## src/sv/pcw_pkg.sv

```systemverilog
// Shared types, constants and tables of the color wheel pixel core.
`timescale 1ns / 1ps
package pcw_pkg;

    localparam int DIAMETER     = 256;
    localparam int DIV_STEPS    = 32;
    localparam int SQRT_STEPS   = 16;
    localparam int CORDIC_STEPS = 24;
    localparam int CORDIC_W     = 28;
    localparam int HUE_DELAY    = DIV_STEPS + SQRT_STEPS - (CORDIC_STEPS + 1);
    localparam int COLOR_STAGES = 4;
    localparam int LATENCY      = 3 + DIV_STEPS + SQRT_STEPS + COLOR_STAGES;

    localparam logic [31:0] TURN_QUARTER = 32'h4000_0000;

    localparam logic REG_COLOR_MODE   = 1'b0;
    localparam logic REG_WHEEL_RADIUS = 1'b1;

    typedef enum logic [1:0] {
        MODE_RGB = 2'd0,
        MODE_CMY = 2'd1,
        MODE_HSL = 2'd2,
        MODE_HSV = 2'd3
    } t_color_mode;

    typedef struct packed {
        logic valid;
        logic in_circle;
    } t_ctl;

    localparam logic [31:0] ATAN_TURN [0:CORDIC_STEPS-1] = '{
        32'h20000000, 32'h12E4051E, 32'h09FB385B, 32'h051111D4,
        32'h028B0D43, 32'h0145D7E1, 32'h00A2F61E, 32'h00517C55,
        32'h0028BE53, 32'h00145F2F, 32'h000A2F98, 32'h000517CC,
        32'h00028BE6, 32'h000145F3, 32'h0000A2F9, 32'h0000517C,
        32'h000028BE, 32'h0000145F, 32'h00000A2F, 32'h00000517,
        32'h0000028B, 32'h00000145, 32'h000000A2, 32'h00000051
    };

endpackage

```

## src/sv/pcw_saturation.sv

```systemverilog
// Pipelined saturation unit: restoring divider followed by a digit-by-digit square root.
`timescale 1ns / 1ps
module pcw_saturation (
    input  logic            i_clk,
    input  logic            i_rst_n,
    input  pcw_pkg::t_ctl   i_ctl,
    input  logic [15:0]     i_d2,
    input  logic [15:0]     i_r2,
    output pcw_pkg::t_ctl   o_ctl,
    output logic [15:0]     o_sat
);

    pcw_pkg::t_ctl r_dctl [0:pcw_pkg::DIV_STEPS-1];
    logic [15:0]   r_rem  [0:pcw_pkg::DIV_STEPS-1];
    logic [31:0]   r_quo  [0:pcw_pkg::DIV_STEPS-1];

    pcw_pkg::t_ctl r_sctl [0:pcw_pkg::SQRT_STEPS-1];
    logic [17:0]   r_srem [0:pcw_pkg::SQRT_STEPS-1];
    logic [31:0]   r_sq   [0:pcw_pkg::SQRT_STEPS-1];
    logic [15:0]   r_root [0:pcw_pkg::SQRT_STEPS-1];

    genvar j;
    generate
        for (j = 0; j < pcw_pkg::DIV_STEPS; j++) begin : g_div
            pcw_pkg::t_ctl w_ctl;
            logic [15:0]   w_rem;
            logic [31:0]   w_quo;
            logic [16:0]   w_trial;
            if (j == 0) begin : g_first
                assign w_ctl = i_ctl;
                assign w_rem = i_d2;
                assign w_quo = '0;
            end else begin : g_next
                assign w_ctl = r_dctl[j-1];
                assign w_rem = r_rem[j-1];
                assign w_quo = r_quo[j-1];
            end
            assign w_trial = {w_rem, 1'b0};
            always_ff @(posedge i_clk) begin
                if (!i_rst_n) begin
                    r_dctl[j] <= '0;
                end else begin
                    r_dctl[j] <= w_ctl;
                end
            end
            always_ff @(posedge i_clk) begin
                if (w_trial >= {1'b0, i_r2}) begin
                    r_rem[j] <= 16'(w_trial - {1'b0, i_r2});
                    r_quo[j] <= {w_quo[30:0], 1'b1};
                end else begin
                    r_rem[j] <= w_trial[15:0];
                    r_quo[j] <= {w_quo[30:0], 1'b0};
                end
            end
        end

        for (j = 0; j < pcw_pkg::SQRT_STEPS; j++) begin : g_sqrt
            pcw_pkg::t_ctl w_ctl;
            logic [17:0]   w_rem;
            logic [31:0]   w_sq;
            logic [15:0]   w_root;
            logic [19:0]   w_shift;
            logic [19:0]   w_test;
            if (j == 0) begin : g_first
                assign w_ctl  = r_dctl[pcw_pkg::DIV_STEPS-1];
                assign w_rem  = '0;
                assign w_sq   = r_quo[pcw_pkg::DIV_STEPS-1];
                assign w_root = '0;
            end else begin : g_next
                assign w_ctl  = r_sctl[j-1];
                assign w_rem  = r_srem[j-1];
                assign w_sq   = r_sq[j-1];
                assign w_root = r_root[j-1];
            end
            assign w_shift = {w_rem, w_sq[31:30]};
            assign w_test  = {2'b00, w_root, 2'b01};
            always_ff @(posedge i_clk) begin
                if (!i_rst_n) begin
                    r_sctl[j] <= '0;
                end else begin
                    r_sctl[j] <= w_ctl;
                end
            end
            always_ff @(posedge i_clk) begin
                r_sq[j] <= {w_sq[29:0], 2'b00};
                if (w_shift >= w_test) begin
                    r_srem[j] <= 18'(w_shift - w_test);
                    r_root[j] <= {w_root[14:0], 1'b1};
                end else begin
                    r_srem[j] <= w_shift[17:0];
                    r_root[j] <= {w_root[14:0], 1'b0};
                end
            end
        end
    endgenerate

    assign o_ctl = r_sctl[pcw_pkg::SQRT_STEPS-1];
    assign o_sat = r_root[pcw_pkg::SQRT_STEPS-1];

endmodule

```

## config.mk

```make
export PLATFORM = sky130hd
export DESIGN_NAME = pcw_saturation
export DESIGN_NICKNAME = d
export VERILOG_FILES = /design/src/sv/pcw_pkg.sv /design/src/sv/pcw_saturation.sv
export SDC_FILE = /design/constraint.sdc
export NUM_CORES = 2
export LEC_CHECK = 0
export ABC_AREA = 1
export BUFFER_PORTS_ARGS = -buffer_cell sky130_fd_sc_hd__buf_2
export CAP_MARGIN = 20
export CELL_PAD_IN_SITES_DETAIL_PLACEMENT = 2
export CELL_PAD_IN_SITES_GLOBAL_PLACEMENT = 2
export CORE_ASPECT_RATIO = 1.2
export CORE_MARGIN = 2
export CORE_UTILIZATION = 34
export DETAILED_ROUTE_END_ITERATION = 8
export GPL_TIMING_DRIVEN = 0
export PLACE_DENSITY_LB_ADDON = 0.2
export SLEW_MARGIN = 10
export SYNTH_ARGS = -nofsm -noshare
export SYNTH_HDL_FRONTEND = slang
export SYNTH_SLANG_ARGS = --single-unit
```

## constraint.sdc

```tcl
create_clock -name i_clk -period 2.6 [get_ports i_clk]
set_clock_uncertainty 0.05 [all_clocks]
set_input_delay 0.13 -clock i_clk [delete_from_list [all_inputs] [get_ports i_clk]]
set_output_delay 0.13 -clock i_clk [all_outputs]
set_load 0.02 [all_outputs]
```

==> impl_results.md <==
* Synthesis-to-layout area growth at 14.1%
* Worst min path class: primary input to flop
* Register area share after synthesis at 40.7%
* Reg2Reg Launch Point: r_root[3][17]$_DFF_P_
* PortBufs at 52
* Setup_tns at 0 ps
* DRC errors left at 0
* Die Ht at 555 µm
* WS Path Type: primary input to flop
* Synth Flop Type: dfxtp_1
* Final hold violation count at 0
* Max Cap Viol at 0
* Ys async rst share at 0%
* Largest net degree at the start of global routing at 33
* DIE AREA at 257000 µm²
* CP max stage delay at 570 ps
* Gp weighted congestion at 0.857
* R2r worst-path depth at 12
* Clock Pin Slew Worst Setup and Hold Paths at 70 ps
* Final Max Tran Viols at 0
* Clk sinks at 1746
* Total Wirelength at 298000 µm
* Max FO, Critical Path at 12
* IO Pins at 54
* Syn_nets at 12700
* Tmin final at 2510 ps
* Post-DRT Antenna Nets at 0
* Vias/cell at 4.85
* Worst Setup Start Kind: primary input
* Slew @ Worst Pin at 1020 ps
* Combinational share of power at 46.2%
* All-Layer GR Usage at 22.9%
* Clk root buf: clkbuf_16
* Vias at 76500
* Tot Pwr at 138 mW
* Final setup viols at 0
* Initial antenna violation count at 3
* Mapped Avg Cell Area at 7.19 µm²
* Synth unique cells at 50
* Fin util at 38.9%
* Clock network fraction of total power at 20.3%
* Clk Latency, worst-skew pair at 880 ps
* Max frequency at 0.398 GHz
* Avg WL per Cell at 18.9 µm
* Synthesis-stage register bit count at 1746
* Layout Nets at 13000
* Fin crit share at 96.5%
* CORE AREA at 252000 µm²
* Yosys warns at 0
* CTS buffer count at 193
* Cell at the slowest stage of the critical path: dlygate4sd3_1
* Layout cells sized above 1 at 6.41%
* H-tree levels at 4
* Crit path cell chain: dlygate4sd3_1 -> buf_2 -> inv_6 -> buf_16 -> ha_1 -> a21oi_2 -> nand2_2 -> nand2_1 -> nand2_2 -> nand2_2 -> nand2_2 -> nand2_4 -> buf_4 -> nand3_1 -> dlygate4sd3_1 -> nand2_1
* Drt initial violations at 2423
* Worst hold slack at 100 ps
* Switching power at 61.1 mW
* Crit path capture: r_rem[0][12]$_DFF_P_
* Vias in the first global route at 86500
* First-pass GRT wire length at 473000 µm
* Maximum root-to-sink buffer count at 4
* Relative slew slack at 31.9%
* Int Power at 77.3 mW
* CTS tree: done
* Placed cell area at 90800 µm²
* PwrDens at 1410 nW/µm²
* Outcome: complete, no violations
* TritonRoute pass-1 iters at 5
* Reg2Reg Setup Slack at 150 ps
* Syn Inst Count at 11900
* Sw frac at 44.2%
* Initial core utilization at 34.1%
* Crit path required time at 3370 ps
* LEAKAGE at 53.8 nW
* EDFF count, synth at 0
* CP endpoint kind: flop
* Row cnt at 202
* Hpwl dp at 227000 µm
* CP startpoint: i_r2[2]
* Fill cell count at 29900
* Die Width at 463 µm
* Most Frequent Cell on Critical Path: nand2_2
* Flop pwr share at 33.5%
* Min-delay src: i_r2[5]
* Total gr overflow at 0
* Worst reg2reg endpoint: r_srem[14][12]$_DFF_P_
* Cell Area, Synth at 85900 µm²
* Finished Cell Area at 97900 µm²
* CP arrival at 3280 ps
* Max rail drop VDD at 0.000638 V
[final cells by class]
class                   instances  area, µm²  area share, %
repair buffers                126       1270           1.30
diodes                          1       2.50        0.00255
well taps                    3366       4210           4.30
clock inverters                97       1150           1.18
flip-flops and latches       1746      35000           35.7
multi-input cells            8168      42700           43.6
clock buffers                 245       5340           5.45
plain buffers                 162       1220           1.24
inverters                    1869       7070           7.21
[state kept, by name, indices dropped and copies added (netlist names)]
name / flops
r_dctl: 64
r_rem: 496
r_quo: 528
r_sctl: 32
r_sq: 240
r_root: 136
r_srem: 250
[kinds of logic after synthesis]
family                   share of synthesized area (%)
flip-flops                                        40.7
adder cells (fa/ha/maj)                           10.4
AO/OA/AOI/OAI                                     4.67
AND/OR/NAND/NOR                                   31.4
other                                          0.00437
buffers and inverters                             9.58
XOR/XNOR                                          3.25
[Yosys cell counts (all sizes together), types with 2 or more instances]
library cell / instances / area share [%]
dfxtp: 1746 / 41
a21boi: 2 / 0.017
inv: 1869 / 8.2
o211ai: 5 / 0.044
fa: 31 / 0.72
nand3: 1145 / 6.8
o21a: 30 / 0.26
buf: 151 / 1.4
o21bai: 31 / 0.27
ha: 664 / 9.7
a21oi: 492 / 2.9
xor2: 208 / 2.1
or2: 13 / 0.095
nand3b: 27 / 0.24
o31ai: 3 / 0.026
and3: 31 / 0.23
o21ai: 191 / 1.1
nor2: 600 / 2.7
nor3: 153 / 0.90
clkbuf: 11 / 0.048
nand4: 88 / 0.65
nor4: 4 / 0.029
and2: 6 / 0.044
nand2: 4326 / 20
xnor2: 111 / 1.1
a21o: 3 / 0.026
[power groups by stage]
stage	Sequential (mW)	Combinational (mW)	Clock (mW)
floorplan	43.2	45.9	0
global placement	46.5	60.4	0
detailed placement	47.0	63.7	0
CTS	46.7	64.8	29.0
global route	47.7	73.2	30.2
finish	46.4	64.0	28.1
[layout by cell type (no fill, tap or decap), drive strengths merged, types with 3 or more instances in the layout]
cell         Yosys  layout
nand2         4326    4326
inv           1869    1889
dfxtp         1746    1746
nand3         1145    1145
ha             664     664
nor2           600     600
a21oi          492     492
clkbuf          11     259
buf            151     227
xor2           208     208
o21ai          191     191
nor3           153     153
xnor2          111     111
nand4           88      88
dlygate4sd3      0      46
clkinv           0      39
and3            31      31
o21bai          31      31
fa              31      31
o21a            30      30
nand3b          27      27
clkinvlp         0      21
bufinv           0      17
or2             13      13
and2             6       6
o211ai           5       5
nor4             4       4
o31ai            3       3
a21o             3       3
[metrics by stage]
stage,instances,worst slack [ps]
floorplan,11900,94.8
global placement,15400,-4150
detailed placement,15400,-754
CTS,15800,9.34
global route,15800,-4.10
finish,15800,90.2
[critical path: cells and delay by family]
family	cells	cell delay (ps)
and+or+nand+nor	8	770
AOI/OAI and AO/OA	1	160
adders and majority gates	1	330
buffers and inverters	6	1810
[worst min path at each step]
stage                                to  slack, ps  cells after the start
2_1_floorplan   r_dctl[0][0]$_SDFF_PN0_        180                      2
3_3_place_gp      r_quo[1][115]$_DFF_P_        260                      0
3_5_place_dp       r_quo[1][46]$_DFF_P_        260                      0
4_1_cts             r_rem[0][9]$_DFF_P_         10                      4
5_1_grt        r_rem[0][208]$_SDFF_PN0_         90                      4
6_report          r_rem[1][133]$_DFF_P_        100                      6
[routing by layer]
metal / GRT usage (%) / up-vias / share of wire (%)
met3: 2.12 / 518 / 2.0
met2: 44.4 / 726 / 53
met4: 7.29 / 0 / 3.4
met5: 0 / - / 0
met1: 25.9 / 37400 / 42
li1: - / 37800 / -
[repair_timing]
| item | in CTS | in global routing |
|---|---|---|
| gates resized for setup | 5 | 17 |
| endpoints found under the hold margin | 86 | 0 |
| setup endpoints to repair | 12 | 50 |
| cloned | 0 | 1 |
| hold buffers | 47 | 0 |
| pin swaps | 0 | 2 |
| setup buffers | 0 | 8 |
(Power assumes the default switching activity.)
