===== src/sv/pcw_pkg.sv =====
// Shared types, constants and tables of the color wheel pixel core.
`timescale 1ns / 1ps
package pcw_pkg;

    localparam int DIAMETER     = 256;
    localparam int DIV_STEPS    = 32;
    localparam int SQRT_STEPS   = 16;
    localparam int CORDIC_STEPS = 24;
    localparam int CORDIC_W     = 28;
    localparam int HUE_DELAY    = DIV_STEPS + SQRT_STEPS - (CORDIC_STEPS + 1);
    localparam int COLOR_STAGES = 4;
    localparam int LATENCY      = 3 + DIV_STEPS + SQRT_STEPS + COLOR_STAGES;

    localparam logic [31:0] TURN_QUARTER = 32'h4000_0000;

    localparam logic REG_COLOR_MODE   = 1'b0;
    localparam logic REG_WHEEL_RADIUS = 1'b1;

    typedef enum logic [1:0] {
        MODE_RGB = 2'd0,
        MODE_CMY = 2'd1,
        MODE_HSL = 2'd2,
        MODE_HSV = 2'd3
    } t_color_mode;

    typedef struct packed {
        logic valid;
        logic in_circle;
    } t_ctl;

    localparam logic [31:0] ATAN_TURN [0:CORDIC_STEPS-1] = '{
        32'h20000000, 32'h12E4051E, 32'h09FB385B, 32'h051111D4,
        32'h028B0D43, 32'h0145D7E1, 32'h00A2F61E, 32'h00517C55,
        32'h0028BE53, 32'h00145F2F, 32'h000A2F98, 32'h000517CC,
        32'h00028BE6, 32'h000145F3, 32'h0000A2F9, 32'h0000517C,
        32'h000028BE, 32'h0000145F, 32'h00000A2F, 32'h00000517,
        32'h0000028B, 32'h00000145, 32'h000000A2, 32'h00000051
    };

endpackage


===== src/sv/pcw_color.sv =====
// Four-stage color mapper from saturation and hue to RGBA bytes for all four modes.
`timescale 1ns / 1ps
module pcw_color (
    input  logic                 i_clk,
    input  logic                 i_rst_n,
    input  pcw_pkg::t_color_mode i_mode,
    input  pcw_pkg::t_ctl        i_ctl,
    input  logic [15:0]          i_sat,
    input  logic [15:0]          i_hue,
    output logic                 o_valid,
    output logic [7:0]           o_red,
    output logic [7:0]           o_green,
    output logic [7:0]           o_blue,
    output logic [7:0]           o_alpha
);

    localparam logic [16:0] ONE16 = 17'h10000;
    localparam logic [32:0] ONE32 = 33'h1_0000_0000;
    localparam logic [32:0] HALF32 = 33'h0_8000_0000;

    function automatic logic [7:0] to_byte(input logic [32:0] v);
        logic [40:0] w_p;
        w_p = {v, 8'h00} - {8'h00, v};
        return w_p[39:32];
    endfunction

    pcw_pkg::t_ctl r0_ctl, r1_ctl, r2_ctl, r3_ctl;
    logic [15:0] r0_sat, r0_hue, r0_f;
    logic [16:0] r0_dist;
    logic [2:0]  r0_sector;
    logic [15:0] r1_sat, r1_hue;
    logic [2:0]  r1_sector;
    logic [31:0] r1_sf, r1_sg, r1_sx;
    logic [32:0] r2_r, r2_g, r2_b;
    logic [7:0]  r3_red, r3_green, r3_blue, r3_alpha;

    logic [18:0] w_h6;
    logic [16:0] w_m;
    logic [32:0] n_r, n_g, n_b;
    logic [32:0] w_a, w_c, w_x, w_z, w_light;

    assign w_h6 = 19'({3'b000, i_hue} << 2) + 19'({3'b000, i_hue} << 1);
    assign w_m  = w_h6[16:0];

    always_ff @(posedge i_clk) begin
        if (!i_rst_n) begin
            r0_ctl <= '0;
            r1_ctl <= '0;
            r2_ctl <= '0;
            r3_ctl <= '0;
        end else begin
            r0_ctl <= i_ctl;
            r1_ctl <= r0_ctl;
            r2_ctl <= r1_ctl;
            r3_ctl <= r2_ctl;
        end
    end

    always_ff @(posedge i_clk) begin
        r0_sat    <= i_sat;
        r0_hue    <= i_hue;
        r0_sector <= w_h6[18:16];
        r0_f      <= w_h6[15:0];
        r0_dist   <= (w_m >= ONE16) ? (w_m - ONE16) : (ONE16 - w_m);

        r1_sat    <= r0_sat;
        r1_hue    <= r0_hue;
        r1_sector <= r0_sector;
        r1_sf     <= {16'h0000, r0_sat} * {16'h0000, r0_f};
        r1_sg     <= {16'h0000, r0_sat} * {15'h0000, ONE16 - {1'b0, r0_f}};
        r1_sx     <= {16'h0000, r0_sat} * {15'h0000, ONE16 - r0_dist};

        r2_r <= n_r;
        r2_g <= n_g;
        r2_b <= n_b;

        r3_red   <= to_byte(r2_r);
        r3_green <= to_byte(r2_g);
        r3_blue  <= to_byte(r2_b);
        r3_alpha <= r2_ctl.in_circle ? 8'hFF : 8'h00;
    end

    always_comb begin
        w_a     = ONE32;
        w_c     = ONE32 - {1'b0, r1_sf};
        w_x     = ONE32 - {1'b0, r1_sg};
        w_z     = {ONE16 - {1'b0, r1_sat}, 16'h0000};
        w_light = HALF32 - {2'b00, r1_sat, 15'h0000};
        n_r = '0;
        n_g = '0;
        n_b = '0;
        case (i_mode)
            pcw_pkg::MODE_RGB: begin
                n_r = {1'b0, r1_sat, 16'h0000};
                n_g = {1'b0, r1_hue, 16'h0000};
            end
            pcw_pkg::MODE_CMY: begin
                n_r = {ONE16 - {1'b0, r1_sat}, 16'h0000};
                n_g = {ONE16 - {1'b0, r1_hue}, 16'h0000};
            end
            pcw_pkg::MODE_HSV: begin
                case (r1_sector)
                    3'd0: begin n_r = w_a; n_g = w_x; n_b = w_z; end
                    3'd1: begin n_r = w_c; n_g = w_a; n_b = w_z; end
                    3'd2: begin n_r = w_z; n_g = w_a; n_b = w_x; end
                    3'd3: begin n_r = w_z; n_g = w_c; n_b = w_a; end
                    3'd4: begin n_r = w_x; n_g = w_z; n_b = w_a; end
                    default: begin n_r = w_a; n_g = w_z; n_b = w_c; end
                endcase
            end
            default: begin
                w_c = {1'b0, r1_sat, 16'h0000} + w_light;
                w_x = {1'b0, r1_sx} + w_light;
                w_z = w_light;
                case (r1_sector)
                    3'd0: begin n_r = w_c; n_g = w_x; n_b = w_z; end
                    3'd1: begin n_r = w_x; n_g = w_c; n_b = w_z; end
                    3'd2: begin n_r = w_z; n_g = w_c; n_b = w_x; end
                    3'd3: begin n_r = w_z; n_g = w_x; n_b = w_c; end
                    3'd4: begin n_r = w_x; n_g = w_z; n_b = w_c; end
                    default: begin n_r = w_c; n_g = w_z; n_b = w_x; end
                endcase
            end
        endcase
        if (!r1_ctl.in_circle) begin
            n_r = '0;
            n_g = '0;
            n_b = '0;
        end
    end

    assign o_valid = r3_ctl.valid;
    assign o_red   = r3_red;
    assign o_green = r3_green;
    assign o_blue  = r3_blue;
    assign o_alpha = r3_alpha;

endmodule


===== config.mk =====
export PLATFORM = sky130hd
export DESIGN_NAME = pcw_color
export DESIGN_NICKNAME = d
export VERILOG_FILES = /design/src/sv/pcw_pkg.sv /design/src/sv/pcw_color.sv
export SDC_FILE = /design/constraint.sdc
export NUM_CORES = 2
export LEC_CHECK = 0
export BUFFER_PORTS_ARGS = -buffer_cell sky130_fd_sc_hd__buf_2
export CORE_ASPECT_RATIO = 0.5
export CORE_MARGIN = 3
export CORE_UTILIZATION = 35
export CTS_BUF_LIST = sky130_fd_sc_hd__clkbuf_16
export CTS_CLUSTER_SIZE = 20
export DETAILED_ROUTE_END_ITERATION = 8
export PLACE_DENSITY_LB_ADDON = 0.05
export SYNTH_ARGS = -nofsm -noshare
export SYNTH_HDL_FRONTEND = slang
export SYNTH_SLANG_ARGS = --single-unit

===== constraint.sdc =====
create_clock -name i_clk -period 13 [get_ports i_clk]
set_input_delay 1.3 -clock i_clk [delete_from_list [all_inputs] [get_ports i_clk]]
set_output_delay 1.3 -clock i_clk [all_outputs]
set_load 0.005 [all_outputs]

==> impl_metrics.json <==
{
  "outcome": "complete, no violations",
  "tightest_slew_ns": 1.43,
  "start_util_pct": 35.5,
  "synth_area_mm2": 0.0420,
  "ios": 71,
  "core-area_mm2": 0.118,
  "gp_congestion": 0.921,
  "final_antenna_net_count": 0,
  "die_w_um": 496,
  "min_to": "r1_sector[1]$_DFF_P_",
  "finalCritPeriodShare_pct": 60.2,
  "clockRootBuffer": "clkbuf_16",
  "synth_top_area_share_pct": 27.2,
  "synth_fa_ha_area_share_pct": 40.1,
  "rr_worst_depth": 25,
  "worstHoldPathCells": 0,
  "critPathRequiredTime_ns": 13.50,
  "hold_violations": 0,
  "synthFlopType": "dfxtp_1",
  "cts.sinks": 318,
  "wl_per_cell_um": 23.9,
  "grt_pass1_wl_um": 231000,
  "cts_hold_buf": 0,
  "route.detailed.drc": 0,
  "post-cts-setup-buffers": 0,
  "reg2reg_slack_ns": 5.17,
  "post-route-min-period_ns": 7.83,
  "hold_class": "register to register",
  "drtPass1Iterations": 8,
  "via_per_inst": 5.31,
  "synth-simple-area-share_pct": 17.3,
  "clk_pin_slew_ns": 0.07,
  "rr_startpoint": "r0_f[9]$_DFF_P_",
  "max_slew_margin_pct": 4.97,
  "crit_path_end_kind": "register",
  "maxCapViolCount": 0,
  "die_h_um": 251,
  "synth_fp_nets": 5917,
  "finalSetupTns_ns": 0,
  "grt_pass1_vias": 34710,
  "path_max_fanout": 19,
  "fp-row-count": 89,
  "numCtsBuffers": 37,
  "synth-xor-area-share_pct": 5.50,
  "drive_gt1_share_pct": 5.33,
  "dp_hpwl_um": 119000,
  "muxShareOfSynthArea_pct": 0.342,
  "cts_resized": 0,
  "yosysUniqueCellTypes": 85,
  "nets": 5856,
  "port_buffers": 70,
  "clkLatencyLatePin_ns": 0.60,
  "setup_violations": 0,
  "drtIter0Drc": 2880,
  "synth_edf_count": 0,
  "ys_async_sr_fraction_pct": 0,
  "synth-seq-cells": 318,
  "die-area_mm2": 0.124,
  "netlist_top_cells_area": "fa_1 (27%), dfxtp_1 (15%), ha_1 (13%), inv_1 (6.9%), and2_1 (5.4%)",
  "routed_wl_um": 154000,
  "synth_compound_area_share_pct": 12.4,
  "yosysMostFrequentCell": "inv_1",
  "synth_top_family_by_area": "adder cells",
  "drv_slew": 0,
  "yosysWarnings": 0,
  "syn_area_per_cell_um2": 8.62,
  "worstHoldStart": "r0_sector[1]$_DFF_P_",
  "cts.path.max_buffers": 3,
  "synth_commonest_cells": "inv_1 (772), fa_1 (570), nand2_1 (570)",
  "cp.arrival_ns": 8.32,
  "max_freq_ghz": 0.128,
  "cts_tree": "done",
  "reg2reg_to": "r1_sg[31]$_DFF_P_",
  "rsz0062_at_grt": "no",
  "yosysTopAreaCell": "fa_1",
  "grt_antenna_before_repair": 19,
  "area_growth_pct": 7.67,
  "cts_max_level": 2,
  "track_usage_pct": 24.7,
  "start_kind": "register",
  "fillerInstances": 12202,
  "critPathKind": "register to register",
  "grt-ovfl-total": 0,
  "num_vias": 34161,
  "netlist_instances": 4873,
  "yosysSeqAreaShare_pct": 15.2,
  "grt_max_degree": 69,
  "final.setup_skew_ns": 0.0236
}
==> critical path: stages (launching register included) <==
cell and delay [ns]:
dfxtp_1 0.30, buf_4 0.21, or3_1 0.42, nor3_1 0.21, nand3_1 0.23, xor2_2 0.90
nand2_1 0.19, fa_1 0.59, fa_1 0.44, fa_1 0.51, inv_1 0.05, fa_1 0.46
fa_1 0.54, inv_1 0.05, fa_1 0.52, inv_1 0.04, ha_1 0.38, o21a_1 0.15
o21ai_0 0.07, nand2b_1 0.11, a21oi_1 0.08, a2111oi_0 0.60, nor4_1 0.14, o31ai_1 0.27
a21oi_1 0.11, xnor2_1 0.12
==> cells by family (layout without fill, tap and decap cells) <==
logic type                 after synthesis  count (layout)
and+or+nand+nor                       1469            1469
buffers and inverters                 1015             980
adders and majority gates             1006            1006
AOI/OAI and AO/OA                      787             787
DFF                                    318             318
xor gates and xnor gates               264             264
muxes                                   14              14
other                                    0               6
==> stage by stage <==
stage | setup WS [ns] | cells | util (%) | cell area [um^2] | hold slack [ns]
3_5_place_dp | 5.15 | 6365 | 37.1 | 44000 | 0.312
4_1_cts | 5.13 | 6430 | 38.2 | 45200 | 0.324
3_3_place_gp | 5.26 | 6365 | 37.1 | 44000 | 0.311
2_1_floorplan | 5.76 | 4873 | - | 42000 | 0.310
5_1_grt | 4.67 | 6430 | 38.2 | 45200 | 0.334
6_report | 5.17 | 6436 | 38.2 | 45200 | 0.319
==> layer usage <==
metal	up-vias	routed length, um	part of all wire [%]	GRT usage (%)
li1	15626	-	-	-
met3	190	10100	6.6	3.48
met1	17224	75500	49	37.7
met2	1119	64200	42	36.6
met5	-	11	0.0072	0
met4	2	3770	2.5	5.68
==> state kept, by name, summed over array words and instances (netlist names), 3 cells and up <==
signal     count
r2_b          32
r2_g          32
r2_r          32
r1_sx         31
r1_sf         30
r1_sg         30
r0_hue        16
r0_sat        16
r1_hue        16
r1_sat        16
r0_dist       15
r0_f          14
o_blue         8
o_green        8
o_red          8
r0_sector      3
r1_sector      3
==> cells in the final DEF (no fill, tap or decap), drive strengths merged, types with 142 or more instances in the layout <==
cell type / n
dfxtp: 318
ha: 436
buf: 142
nor2: 196
fa: 570
and2: 365
nand2: 573
inv: 779
xnor2: 187
a21oi: 209
==> cell type report <==
cell class                      count  area (um^2)  area share, %
Clock buffer                       37          926           2.05
Tap cell                         1592         1990           4.40
Sequential cell                   318         6390           14.1
Inverter                          773         2900           6.41
Multi-Input combinational cell   3540        31800           70.4
Antenna cell                        6         15.0         0.0332
Clock inverter                     28          292          0.644
Timing Repair Buffer              142          891           1.97
==> worst max path at each step <==
stage | from | end | slack [ns] | depth (start not counted)
floorplan | r0_hue[0]$_DFF_P_ | r1_sg[31]$_DFF_P_ | 5.76 | 29
global placement | r0_dist[5]$_DFF_P_ | r1_sx[29]$_DFF_P_ | 5.26 | 27
detailed placement | r0_f[9]$_DFF_P_ | r1_sg[31]$_DFF_P_ | 5.15 | 25
CTS | r0_f[9]$_DFF_P_ | r1_sg[31]$_DFF_P_ | 5.13 | 25
global route | r0_f[2]$_DFF_P_ | r1_sg[31]$_DFF_P_ | 4.67 | 28
finish | r0_f[9]$_DFF_P_ | r1_sg[31]$_DFF_P_ | 5.17 | 25
Power is left out: the tool's default activity adds up to more than one toggle a clock period on the data nets, which glitch-free logic cannot reach.
